**config.mk**
```make
export PLATFORM = sky130hd
export DESIGN_NAME = fixed_frame_builder_top
export DESIGN_NICKNAME = d
export VERILOG_FILES = /design/src/rtl/core/ffb_pkg.sv /design/src/rtl/core/fixed_frame_builder_top.sv /design/src/rtl/core/ffb_front.sv /design/src/rtl/core/ffb_queue.sv /design/src/rtl/core/ffb_back.sv
export VERILOG_INCLUDE_DIRS = /design/src /design/src/rtl/core
export SDC_FILE = /design/constraint.sdc
export NUM_CORES = 2
export LEC_CHECK = 0
export BUFFER_PORTS_ARGS = -buffer_cell sky130_fd_sc_hd__buf_2
export CORE_ASPECT_RATIO = 1.25
export CORE_UTILIZATION = 31
export DETAILED_ROUTE_END_ITERATION = 10
export HOLD_SLACK_MARGIN = 0.03
export PLACE_DENSITY = 0.46
export SETUP_SLACK_MARGIN = 0.4
export SYNTH_ARGS = -nofsm -noshare
export SYNTH_HDL_FRONTEND = slang
export SYNTH_HIERARCHICAL = 1
export SYNTH_SLANG_ARGS = --single-unit
```
**constraint.sdc**
```tcl
create_clock -name clk -period 12.65 [get_ports clk]
set_clock_uncertainty 0.05 [all_clocks]
set_input_delay 0.6325 -clock clk [delete_from_list [all_inputs] [get_ports clk]]
set_output_delay 0.6325 -clock clk [all_outputs]
set_load 0.005 [all_outputs]
```
**src/rtl/core/fixed_frame_builder_top_defines.svh**
```systemverilog
`ifndef FIXED_FRAME_BUILDER_TOP_DEFINES_SVH
`define FIXED_FRAME_BUILDER_TOP_DEFINES_SVH

// same-cycle check: when cond holds, prop holds too
`define FFB_ASSERT_NOW(label, clk, rst_n, cond, prop) \
	label: assert property (@(posedge clk) disable iff (!rst_n) (cond) |-> (prop)) \
		else $error("ffb check failed");

// next-cycle check: when cond holds, prop holds in the next cycle
`define FFB_ASSERT_NEXT(label, clk, rst_n, cond, prop) \
	label: assert property (@(posedge clk) disable iff (!rst_n) (cond) |=> (prop)) \
		else $error("ffb check failed");

`endif

```
**src/rtl/core/ffb_pkg.sv**
```systemverilog
`default_nettype none

package ffb_pkg;

	localparam int MAX_FRAME   = 1024;
	localparam int MIN_FRAME   = 17;
	localparam int TRAILER_LEN = 16;

	localparam int CFG_W = 11;
	localparam int CNT_W = $clog2(MAX_FRAME + 1);
	localparam int POS_W = $clog2(MAX_FRAME);

	localparam int VAL_W       = 24;
	localparam int IDX_W       = 3;
	localparam int RECIP_W     = 25;
	localparam int SHIFT_W     = 6;
	localparam int PROD_W      = VAL_W + RECIP_W;
	localparam int DIV10_W     = 24;
	localparam int DIV10_SHIFT = 27;
	localparam logic [DIV10_W-1:0] DIV10_M = 24'd13421773;

	localparam logic [7:0] ASCII_ZERO = 8'd48;
	localparam logic [7:0] ASCII_ONE  = 8'd49;

	localparam logic REG_FRAME_LENGTH = 1'b0;
	localparam logic REG_PAD_CHAR     = 1'b1;

	localparam logic [CFG_W-1:0] FRAME_LENGTH_RST = 11'd1000;
	localparam logic [7:0]       PAD_CHAR_RST     = 8'd35;

	localparam int QUEUE_DEPTH = 4;
	localparam int QUEUE_PTR_W = $clog2(QUEUE_DEPTH);
	localparam int QUEUE_CNT_W = $clog2(QUEUE_DEPTH + 1);

	// one classified byte waiting for the back end
	typedef struct packed {
		logic             is_digit;
		logic [7:0]       byte_val;
		logic [VAL_W-1:0] value;
		logic [IDX_W-1:0] digit_idx;
		logic             last;
		logic             dropped;
	} entry_t;

	typedef struct packed {
		logic                   full;
		logic                   empty;
		logic [QUEUE_CNT_W-1:0] level;
	} queue_status_t;

	// floor(v / 10^k) == (v * recip_of(k)) >> shift_of(k) for k from 0 to 6 and any 24-bit v
	function automatic logic [RECIP_W-1:0] recip_of(input logic [IDX_W-1:0] k);
		logic [RECIP_W-1:0] r;
		unique case (k)
			3'd1:    r = 25'd26843546;
			3'd2:    r = 25'd21474837;
			3'd3:    r = 25'd17179870;
			3'd4:    r = 25'd27487791;
			3'd5:    r = 25'd21990233;
			3'd6:    r = 25'd17592187;
			default: r = 25'd16777216;
		endcase
		return r;
	endfunction

	function automatic logic [SHIFT_W-1:0] shift_of(input logic [IDX_W-1:0] k);
		logic [SHIFT_W-1:0] s;
		unique case (k)
			3'd1:    s = 6'd28;
			3'd2:    s = 6'd31;
			3'd3:    s = 6'd34;
			3'd4:    s = 6'd38;
			3'd5:    s = 6'd41;
			3'd6:    s = 6'd44;
			default: s = 6'd24;
		endcase
		return s;
	endfunction

endpackage

`default_nettype wire

```
**src/rtl/core/fixed_frame_builder_top.sv**
```systemverilog
// an accepted item goes into the queue, then through the back end's s1, s2 and output registers
// one item per cycle until the queue fills; front keeps all frame state, updated each transfer
// trailer digits come from a two-stage reciprocal multiply in the back end
// a four-entry queue lets the front keep taking items while the output stalls
// reset: arst_n clears frame state, the queue and the pipeline; registers return to 1000 and '#'
`default_nettype none

`include "fixed_frame_builder_top_defines.svh"

module fixed_frame_builder_top (
	input  wire logic                      clk,
	input  wire logic                      arst_n,
	input  wire logic                      cfg_we,
	input  wire logic                      cfg_index,
	input  wire logic [ffb_pkg::CFG_W-1:0] cfg_data,
	input  wire logic                      in_valid,
	output logic                           in_ready,
	input  wire logic                      mode,
	input  wire logic [7:0]                data_byte,
	input  wire logic [7:0]                frame_type,
	input  wire logic                      first_flag,
	input  wire logic [ffb_pkg::VAL_W-1:0] frame_offset,
	output logic                           out_valid,
	input  wire logic                      out_ready,
	output logic [7:0]                     out_byte,
	output logic                           last_of_frame,
	output logic                           dropped
);

	logic [ffb_pkg::CFG_W-1:0] frame_length_q;
	logic [7:0]                pad_char_q;

	logic                  in_accept;
	logic                  back_pop;
	ffb_pkg::entry_t       front_entry;
	ffb_pkg::entry_t       q_head;
	ffb_pkg::queue_status_t q_status;

	always_ff @(posedge clk or negedge arst_n) begin
		if (!arst_n) begin
			frame_length_q <= ffb_pkg::FRAME_LENGTH_RST;
			pad_char_q     <= ffb_pkg::PAD_CHAR_RST;
		end else if (cfg_we) begin
			unique case (cfg_index)
				ffb_pkg::REG_FRAME_LENGTH: frame_length_q <= cfg_data;
				ffb_pkg::REG_PAD_CHAR:     pad_char_q     <= cfg_data[7:0];
				default:                   frame_length_q <= frame_length_q;
			endcase
		end
	end

	assign in_ready  = !q_status.full;
	assign in_accept = in_valid && in_ready;

	ffb_front u_front (
		.clk          (clk),
		.arst_n       (arst_n),
		.frame_length (frame_length_q),
		.pad_char     (pad_char_q),
		.accept       (in_accept),
		.mode         (mode),
		.data_byte    (data_byte),
		.frame_type   (frame_type),
		.first_flag   (first_flag),
		.frame_offset (frame_offset),
		.entry        (front_entry)
	);

	ffb_queue u_queue (
		.clk        (clk),
		.arst_n     (arst_n),
		.push       (in_accept),
		.push_entry (front_entry),
		.pop        (back_pop),
		.head       (q_head),
		.status     (q_status)
	);

	ffb_back u_back (
		.clk           (clk),
		.arst_n        (arst_n),
		.head          (q_head),
		.head_valid    (!q_status.empty),
		.pop           (back_pop),
		.out_valid     (out_valid),
		.out_ready     (out_ready),
		.out_byte      (out_byte),
		.last_of_frame (last_of_frame),
		.dropped       (dropped)
	);

	// a refused byte always goes out as zero
	`FFB_ASSERT_NOW(a_drop_is_zero, clk, arst_n, out_valid && dropped, out_byte == 8'd0)
	// the closing trailer byte is never a refused payload byte
	`FFB_ASSERT_NOW(a_last_not_dropped, clk, arst_n, out_valid && last_of_frame, !dropped)
	// a full queue with no pop stays full and keeps the input closed
	`FFB_ASSERT_NEXT(a_full_holds, clk, arst_n, q_status.full && !back_pop, !in_ready)
	`FFB_ASSERT_NOW(a_level_bound, clk, arst_n, 1'b1,
		q_status.level <= ffb_pkg::QUEUE_CNT_W'(ffb_pkg::QUEUE_DEPTH))

endmodule

`default_nettype wire

```
**src/rtl/core/ffb_front.sv**
```systemverilog
`default_nettype none

module ffb_front (
	input  wire logic                           clk,
	input  wire logic                           arst_n,
	input  wire logic [ffb_pkg::CFG_W-1:0]      frame_length,
	input  wire logic [7:0]                     pad_char,
	input  wire logic                           accept,
	input  wire logic                           mode,
	input  wire logic [7:0]                     data_byte,
	input  wire logic [7:0]                     frame_type,
	input  wire logic                           first_flag,
	input  wire logic [ffb_pkg::VAL_W-1:0]      frame_offset,
	output ffb_pkg::entry_t                     entry
);

	logic [ffb_pkg::POS_W-1:0] position_q, position_n;
	logic [ffb_pkg::POS_W-1:0] count_q, count_n;
	logic [7:0]                sum_q, sum_n;
	logic                      filling_q, filling_n;
	logic [7:0]                held_type_q;
	logic                      held_flag_q;
	logic [ffb_pkg::VAL_W-1:0] held_offset_q;

	logic [ffb_pkg::CNT_W-1:0] len_eff;
	logic [ffb_pkg::POS_W-1:0] body;
	logic [ffb_pkg::POS_W-1:0] t_full;
	logic [ffb_pkg::POS_W-1:0] padlen;
	logic [3:0]                t_idx;
	logic [7:0]                type_cur;
	logic                      flag_cur;
	logic [ffb_pkg::VAL_W-1:0] offset_cur;

	always_comb begin
		priority if (int'(frame_length) > ffb_pkg::MAX_FRAME) begin
			len_eff = ffb_pkg::CNT_W'(ffb_pkg::MAX_FRAME);
		end else if (int'(frame_length) < ffb_pkg::MIN_FRAME) begin
			len_eff = ffb_pkg::CNT_W'(ffb_pkg::MIN_FRAME);
		end else begin
			len_eff = ffb_pkg::CNT_W'(frame_length);
		end
	end

	assign body   = ffb_pkg::POS_W'(len_eff - ffb_pkg::CNT_W'(ffb_pkg::TRAILER_LEN));
	assign t_full = position_q - body;
	// a length change mid-frame can push the index past the end
	assign t_idx  = (t_full > ffb_pkg::POS_W'(15)) ? 4'd15 : t_full[3:0];
	assign padlen = (body > count_q) ? body - count_q : '0;

	assign type_cur   = filling_q ? held_type_q : frame_type;
	assign flag_cur   = filling_q ? held_flag_q : first_flag;
	assign offset_cur = filling_q ? held_offset_q : frame_offset;

	always_comb begin
		entry      = '0;
		position_n = position_q;
		count_n    = count_q;
		sum_n      = sum_q;
		filling_n  = filling_q;
		if (!mode) begin
			if (filling_q || count_q >= body) begin
				entry.dropped = 1'b1;
			end else begin
				entry.byte_val = data_byte;
				count_n        = count_q + 1'b1;
				sum_n          = sum_q + data_byte;
				position_n     = position_q + 1'b1;
			end
		end else begin
			filling_n = 1'b1;
			if (position_q < body) begin
				entry.byte_val = pad_char;
				position_n     = position_q + 1'b1;
			end else begin
				priority if (t_idx == 4'd0) begin
					entry.byte_val = type_cur;
				end else if (t_idx == 4'd1) begin
					entry.byte_val = flag_cur ? ffb_pkg::ASCII_ONE : ffb_pkg::ASCII_ZERO;
				end else if (t_idx <= 4'd8) begin
					entry.is_digit  = 1'b1;
					entry.value     = offset_cur;
					entry.digit_idx = ffb_pkg::IDX_W'(4'd8 - t_idx);
				end else if (t_idx <= 4'd11) begin
					entry.is_digit  = 1'b1;
					entry.value     = ffb_pkg::VAL_W'(sum_q);
					entry.digit_idx = ffb_pkg::IDX_W'(4'd11 - t_idx);
				end else begin
					entry.is_digit  = 1'b1;
					entry.value     = ffb_pkg::VAL_W'(padlen);
					entry.digit_idx = ffb_pkg::IDX_W'(4'd15 - t_idx);
				end
				if (t_idx == 4'd15) begin
					entry.last = 1'b1;
					position_n = '0;
					count_n    = '0;
					sum_n      = '0;
					filling_n  = 1'b0;
				end else begin
					position_n = position_q + 1'b1;
				end
			end
		end
	end

	always_ff @(posedge clk or negedge arst_n) begin
		if (!arst_n) begin
			position_q    <= '0;
			count_q       <= '0;
			sum_q         <= '0;
			filling_q     <= 1'b0;
			held_type_q   <= '0;
			held_flag_q   <= 1'b0;
			held_offset_q <= '0;
		end else if (accept) begin
			position_q <= position_n;
			count_q    <= count_n;
			sum_q      <= sum_n;
			filling_q  <= filling_n;
			// header fields are taken on the first fill transfer of a frame
			if (mode && !filling_q) begin
				held_type_q   <= frame_type;
				held_flag_q   <= first_flag;
				held_offset_q <= frame_offset;
			end
		end
	end

endmodule

`default_nettype wire

```
**src/rtl/core/ffb_queue.sv**
```systemverilog
`default_nettype none

module ffb_queue (
	input  wire logic              clk,
	input  wire logic              arst_n,
	input  wire logic              push,
	input  wire ffb_pkg::entry_t   push_entry,
	input  wire logic              pop,
	output ffb_pkg::entry_t        head,
	output ffb_pkg::queue_status_t status
);

	ffb_pkg::entry_t                    slots_q [ffb_pkg::QUEUE_DEPTH];
	logic [ffb_pkg::QUEUE_PTR_W-1:0]    wr_ptr_q;
	logic [ffb_pkg::QUEUE_PTR_W-1:0]    rd_ptr_q;
	logic [ffb_pkg::QUEUE_CNT_W-1:0]    level_q;

	assign head         = slots_q[rd_ptr_q];
	assign status.level = level_q;
	assign status.full  = (level_q == ffb_pkg::QUEUE_CNT_W'(ffb_pkg::QUEUE_DEPTH));
	assign status.empty = (level_q == '0);

	always_ff @(posedge clk) begin
		if (push) begin
			slots_q[wr_ptr_q] <= push_entry;
		end
	end

	always_ff @(posedge clk or negedge arst_n) begin
		if (!arst_n) begin
			wr_ptr_q <= '0;
			rd_ptr_q <= '0;
			level_q  <= '0;
		end else begin
			if (push) begin
				wr_ptr_q <= wr_ptr_q + 1'b1;
			end
			if (pop) begin
				rd_ptr_q <= rd_ptr_q + 1'b1;
			end
			unique case ({push, pop})
				2'b10:   level_q <= level_q + 1'b1;
				2'b01:   level_q <= level_q - 1'b1;
				default: level_q <= level_q;
			endcase
		end
	end

endmodule

`default_nettype wire

```
**src/rtl/core/ffb_back.sv**
```systemverilog
`default_nettype none

module ffb_back (
	input  wire logic            clk,
	input  wire logic            arst_n,
	input  wire ffb_pkg::entry_t head,
	input  wire logic            head_valid,
	output logic                 pop,
	output logic                 out_valid,
	input  wire logic            out_ready,
	output logic [7:0]           out_byte,
	output logic                 last_of_frame,
	output logic                 dropped
);

	logic advance;

	logic                      valid_s1;
	logic                      is_digit_s1;
	logic [7:0]                byte_s1;
	logic                      last_s1;
	logic                      dropped_s1;
	logic [ffb_pkg::VAL_W-1:0] quot_s1;

	logic                      valid_s2;
	logic                      is_digit_s2;
	logic [7:0]                byte_s2;
	logic                      last_s2;
	logic                      dropped_s2;
	logic [3:0]                quot_lo_s2;
	logic [3:0]                tens_lo_s2;

	logic                      out_valid_q;
	logic [7:0]                out_byte_q;
	logic                      last_q;
	logic                      dropped_q;

	logic [ffb_pkg::PROD_W-1:0]              prod;
	logic [ffb_pkg::VAL_W+ffb_pkg::DIV10_W-1:0] prod10;
	logic [3:0]                              digit;

	assign advance = !out_valid_q || out_ready;
	assign pop     = advance && head_valid;

	// stage 1: v / 10^k by reciprocal multiply
	assign prod = ffb_pkg::PROD_W'(head.value) *
		ffb_pkg::PROD_W'(ffb_pkg::recip_of(head.digit_idx));

	// stage 2: quotient / 10, only the low bits are needed for the remainder
	assign prod10 = (ffb_pkg::VAL_W + ffb_pkg::DIV10_W)'(quot_s1) *
		(ffb_pkg::VAL_W + ffb_pkg::DIV10_W)'(ffb_pkg::DIV10_M);

	// remainder is 0..9 so four bits of the difference are exact
	assign digit = quot_lo_s2 - 4'(tens_lo_s2 * 4'd10);

	always_ff @(posedge clk) begin
		if (advance) begin
			is_digit_s1 <= head.is_digit;
			byte_s1     <= head.byte_val;
			last_s1     <= head.last;
			dropped_s1  <= head.dropped;
			quot_s1     <= ffb_pkg::VAL_W'(prod >> ffb_pkg::shift_of(head.digit_idx));

			is_digit_s2 <= is_digit_s1;
			byte_s2     <= byte_s1;
			last_s2     <= last_s1;
			dropped_s2  <= dropped_s1;
			quot_lo_s2  <= quot_s1[3:0];
			tens_lo_s2  <= prod10[ffb_pkg::DIV10_SHIFT +: 4];

			out_byte_q  <= is_digit_s2 ? ffb_pkg::ASCII_ZERO + {4'd0, digit} : byte_s2;
			last_q      <= last_s2;
			dropped_q   <= dropped_s2;
		end
	end

	always_ff @(posedge clk or negedge arst_n) begin
		if (!arst_n) begin
			valid_s1    <= 1'b0;
			valid_s2    <= 1'b0;
			out_valid_q <= 1'b0;
		end else if (advance) begin
			valid_s1    <= pop;
			valid_s2    <= valid_s1;
			out_valid_q <= valid_s2;
		end
	end

	assign out_valid     = out_valid_q;
	assign out_byte      = out_byte_q;
	assign last_of_frame = last_q;
	assign dropped       = dropped_q;

endmodule

`default_nettype wire
```
Word-level counts from Yosys, hierarchy flattened
Memory sizes are Yosys's and may differ from the RTL's. Index checks and enable logic that the tools add are counted.

Add/subtract/negate cells: 15. Multiply operators: 3. Divide/modulo/power cells: 0. $lt $le $gt $ge: 8. Equal/unequal tests: 14. Shift operators: 1. Multiplexer cells: 47. Bitwise operators: 1. Reduce and logical (&&, ||, !) cells: 18.

Operators by type and width (number): $pmux W24 S6 (1); $mux W10 (11); $mux W8 (11); $mux W27 (3); $mux W28 (2); $mul A24 B25 Y49 (1); $shr A49 B6 Y24 (1); $pmux W6 S6 (1); $mul A24 B24 Y31 const B (1); $mux W24 (1); $add A10 B1 Y10 const B (2); $sub A10 B10 Y10 (2); $mux W1 (13); $mux W13 (1); $eq A3 B3 Y1 const B (4); $gt A11 B11 Y1 const B (1); $lt A11 B5 Y1 const B (1); $ge A10 B10 Y1 (1); $gt A10 B10 Y1 (1); $gt A10 B4 Y1 const B (1); $lt A10 B10 Y1 (1); $reduce_and A2 Y1 (5); $sub A10 B5 Y10 const B (1); $add A8 B8 Y8 (1); 29 further kinds (39).

Flip-flop bits (word level): 155. Latch bits: 0. Bits in writable memories: 152. Bits in read-only memories: 0. Output and inout bits: 12. Word-level logic and storage cells: 137. Memories: 1.

Memories: u_queue.slots_q (depth 4, width 38, rd ports 1, clocked after memory_dff 0, write ports 1, line ffb_queue.sv:13) `ffb_pkg::entry_t slots_q [ffb_pkg::QUEUE_DEPTH];`.

Longest topological paths before layout
Depth in word-level cells: 14. Gate-level depth with buffers: 37. Depth with buffers taken out: 32.

Modules after synthesis
The synthesis kept the hierarchy.

Modules (own cells, without submodules): ffb_back (times used 1, cells an instance 3057, area an instance 29001.6 µm², seq. area each 1966.9 µm²); ffb_queue (times used 1, cells an instance 236, area an instance 5928.2 µm², seq. area each 4739.5 µm²); ffb_front (times used 1, cells an instance 570, area an instance 5195.0 µm², seq. area each 1551.5 µm²); fixed_frame_builder_top (times used 1, cells an instance 44, area an instance 792.0 µm², seq. area each 486.7 µm²).

Worst setup path before layout
OpenSTA, ideal clock, no wires.

Kind: register to register. Start point: register u_queue/rd_ptr_q[0] (netlist name). End point: register u_back/quot_s1[4] (netlist name), data pin. Arrival: 8.758 ns. Slack: 3.571 ns. Cell stages (with the launch flop): 38. Path buffers: 6. Clock period less this slack: 9.079 ns. Cell sequence: dfrtp_1 > buf_6 > buf_12 > mux4_2 > buf_2 > inv_2 > clkbuf_1 > ha_1 > a21oi_1 > o21bai_1 > nor2_1 > clkbuf_1 > nand2_1 > fa_1 > inv_1 > fa_1 > inv_1 > fa_1 > (+2 left out) > fa_1 > fa_1 > inv_1 > fa_1 > inv_1 > ha_1 > buf_4 > nand2_1 > o21a_1 > and2_1 > or3_1 > o21ba_2 > o21ai_1 > xnor2_1 > nor2_1 > a221o_1 > a21oi_1 > o211ai_1.

RTL lines: from (decl) (line ffb_queue.sv:15) `logic [ffb_pkg::QUEUE_PTR_W-1:0] rd_ptr_q;`; from (signal assigned) (line ffb_queue.sv:39) `rd_ptr_q <= rd_ptr_q + 1'b1;`; to (signal assigned) (line ffb_back.sv:62) `quot_s1 <= ffb_pkg::VAL_W'(prod >> ffb_pkg::shift_of(head.digit_idx));`; to (decl) (line ffb_back.sv:23) `logic [ffb_pkg::VAL_W-1:0] quot_s1;`.

==> out/qor.csv <==
stage;metric;value;unit
detailed_routing;route.detailed.drc;0;
timing;hold_violations;0;
logic_synthesis;seq_area_frac_synth;21.4;%
clock_network;h-tree-depth;1;
worst_setup_path;crit_path_max_fanout;31;
finish;drive_above_1_share;9.36;%
logic_synthesis;synthFlopType;edfxtp_1;
detailed_routing;vias_per_cell;4.97;
logic_synthesis;synth_most_common_cell;inv_1;
detailed_routing;drt_wl_total;132;mm
worst_setup_path;cpMostUsedCell;fa_1;
detailed_routing;avgRoutedWirePerCell;23.2;um
placed_design;gp_congestion;0.945;
logic_synthesis;yosys_warnings;6;
timing;fin_crit;12.00;ns
logic_synthesis;async_flop_share;29.7;%
clock_network;postCtsSetupBuffers;0;
clock_network;clock_sink_count;306;
logic_synthesis;synth_common_cells;inv_1, fa_1, ha_1;
worst_setup_path;path_class;register to register;
timing;fmax;0.0833;GHz
timing;fin_crit_sh;94.9;%
worst_setup_path;critical_path_required;12.97;ns
placed_design;dpl.hpwl;109;mm
logic_synthesis;syn_nets;5007;
worst_setup_path;end_kind;register;
die;core;131000;sq um
die;die_h;408;um
die;pin_count;71;
timing;slew-limit-headroom;18.1;%
logic_synthesis;syn_avg_cell_area;10.5;sq um
global_routing;grt_antenna_before_repair;1;
die;die_area;133000;sq um
worst_setup_path;arrival;12.32;ns
logic_synthesis;synth_top_area_share;32.3;%
placed_design;port_buffers;70;
status;outcome;completed;
logic_synthesis;synthTopCellsByArea;fa_1, edfxtp_1, ha_1, inv_1, dfrtp_1;
die;row_count;148;
flow_run;cap_violations;0;
worst_setup_path;cp.buffers_inverters;7;
worst_setup_path;slowest_stage;mux4_2;
detailed_routing;dr_total_vias;28200;
clock_network;cts.root.buffer_cell;clkbuf_16;
logic_synthesis;syn_inst;3907;
timing;drv_slew;0;
detailed_routing;drt_iter0_markers;1761;
global_routing;grt_use_total;20.0;%
logic_synthesis;ys_ff_latch;306;
global_routing;grt_max_degree;68;
worst_setup_path;critPathMaxStageDelay;0.94;ns
clock_network;numCtsBuffers;31;
timing;worst_slew_pin_slew;1.23;ns
finish;nets;5018;
clock_network;path_clk_slew;0.07;ns
worst_setup_path;cp-start-kind;register;
logic_synthesis;synth_cell_types;117;
global_routing;grt_first_pass_wirelength;199;mm
die;die_w;327;um
timing;finalSetupViolCount;0;
clock_network;cts_tree;built;
finish;syn_to_final_growth;7.90;%
logic_synthesis;yosys.area.top_type;fa_1;
timing;tns;0;ns
die;initial_core_util;31.3;%
global_routing;grt_overflow_total;0;
logic_synthesis;synth-edff-count;215;
detailed_routing;drt_pass1_iterations;6;
global_routing;grt_pass1_vias;30700;
clock_network;clk_latency;0.62;ns
detailed_routing;antenna_left;0;
worst_setup_path;cp_top_family;adder cells;
logic_synthesis;synth_area;40900;sq um
finish;insertedDiodeCount;0;
clock_network;clock_path_buffers;3;
timing;rsz0062_at_grt;false;
min_path;min_path_type;input port to register;
## timing repair
action | in CTS | in global routing
hold buffers | 1 | 0
hold endpoints to repair | 32 | 0
gates resized for setup | 0 | 0
## cell families after synthesis
logic type	after synthesis	synth area share, %
AOI/OAI and AO/OA	451	7.78
and+or+nand+nor	895	10.5
buffers and inverters	981	9.41
muxes	137	4.81
xor gates and xnor gates	96	2.20
adders and majority gates	1041	44.0
DFF	306	21.4
## stage by stage
stage	area, sq um	util (%)	setup slack [ns]	instances	hold slack, ns
finish	44100	33.8	0.651	5668	0.195
global route	44100	33.8	0.529	5668	0.164
CTS	44100	33.8	0.812	5668	0.147
detailed placement	43100	33.0	0.855	5609	0.357
global placement	43100	33.0	0.788	5609	0.352
floorplan	40900	-	3.57	3907	0.287
## metal layers
layer | global-route usage (%) | vias to the layer above | routed length (um)
met4 | 8.80 | 0 | 6790
met1 | 24.3 | 14600 | 52000
li1 | - | 12600 | -
met2 | 35.9 | 805 | 67800
met3 | 1.51 | 244 | 5140
met5 | 0 | - | 0
## cell usage in the layout (no fill, tap or decap), types with 31 or more instances in the layout
| cell | count |
|---|---|
| mux2_2 | 48 |
| buf_2 | 69 |
| buf_4 | 44 |
| mux2i_1 | 40 |
| nand2_1 | 371 |
| xnor2_1 | 68 |
| ha_1 | 380 |
| edfxtp_1 | 215 |
| mux4_2 | 38 |
| a21oi_1 | 117 |
| nor2_1 | 161 |
| inv_1 | 837 |
| clkbuf_16 | 31 |
| fa_1 | 661 |
| dfrtp_1 | 79 |
| o21ai_0 | 84 |
| and3_1 | 40 |
| nor3_1 | 55 |
| a21o_1 | 39 |
| and2_1 | 78 |
## registers in the layout, indices dropped and copies added (netlist names), 2 cells and up
signal                 cells
u_back/tens_lo_s2          3
u_queue/rd_ptr_q           2
u_queue/wr_ptr_q           2
u_back/out_byte            8
u_back/quot_lo_s2          4
u_front/position_q        10
u_queue/level_q            3
frame_length_q            11
u_back/byte_s2             8
u_back/quot_s1            24
u_front/sum_q              8
u_front/held_offset_q     24
u_back/byte_s1             8
u_front/held_type_q        8
u_queue/slots_q          152
pad_char_q                 8
u_front/count_q           10
## worst paths after layout
check                               startpoint                         to  slack (ns)  depth (start not counted)
setup / recovery           u_queue/rd_ptr_q[0]          u_back/quot_s1[9]        0.65                         32
hold / removal                     cfg_data[9]          frame_length_q[9]        0.19                          2
setup reg to reg           u_queue/rd_ptr_q[0]          u_back/quot_s1[9]        0.65                         32
hold reg to reg             u_back/is_digit_s1         u_back/is_digit_s2        0.37                          0
max in group asynchronous               arst_n        u_queue/rd_ptr_q[0]       10.83                          3
min in group asynchronous               arst_n  u_front/held_offset_q[11]        0.48                          2
## layout make-up
class / count / area, sq um
fillers: 13400 / 86400
multi-input cells: 2620 / 28400
flip-flops and latches: 306 / 8750
inverters: 845 / 3170
well taps: 1725 / 2160
clock buffers: 36 / 805
repair buffers: 114 / 686
clock inverters: 22 / 228
Power is left out: the tool's default activity adds up to more than one toggle a clock period on the data nets, which glitch-free logic cannot reach.
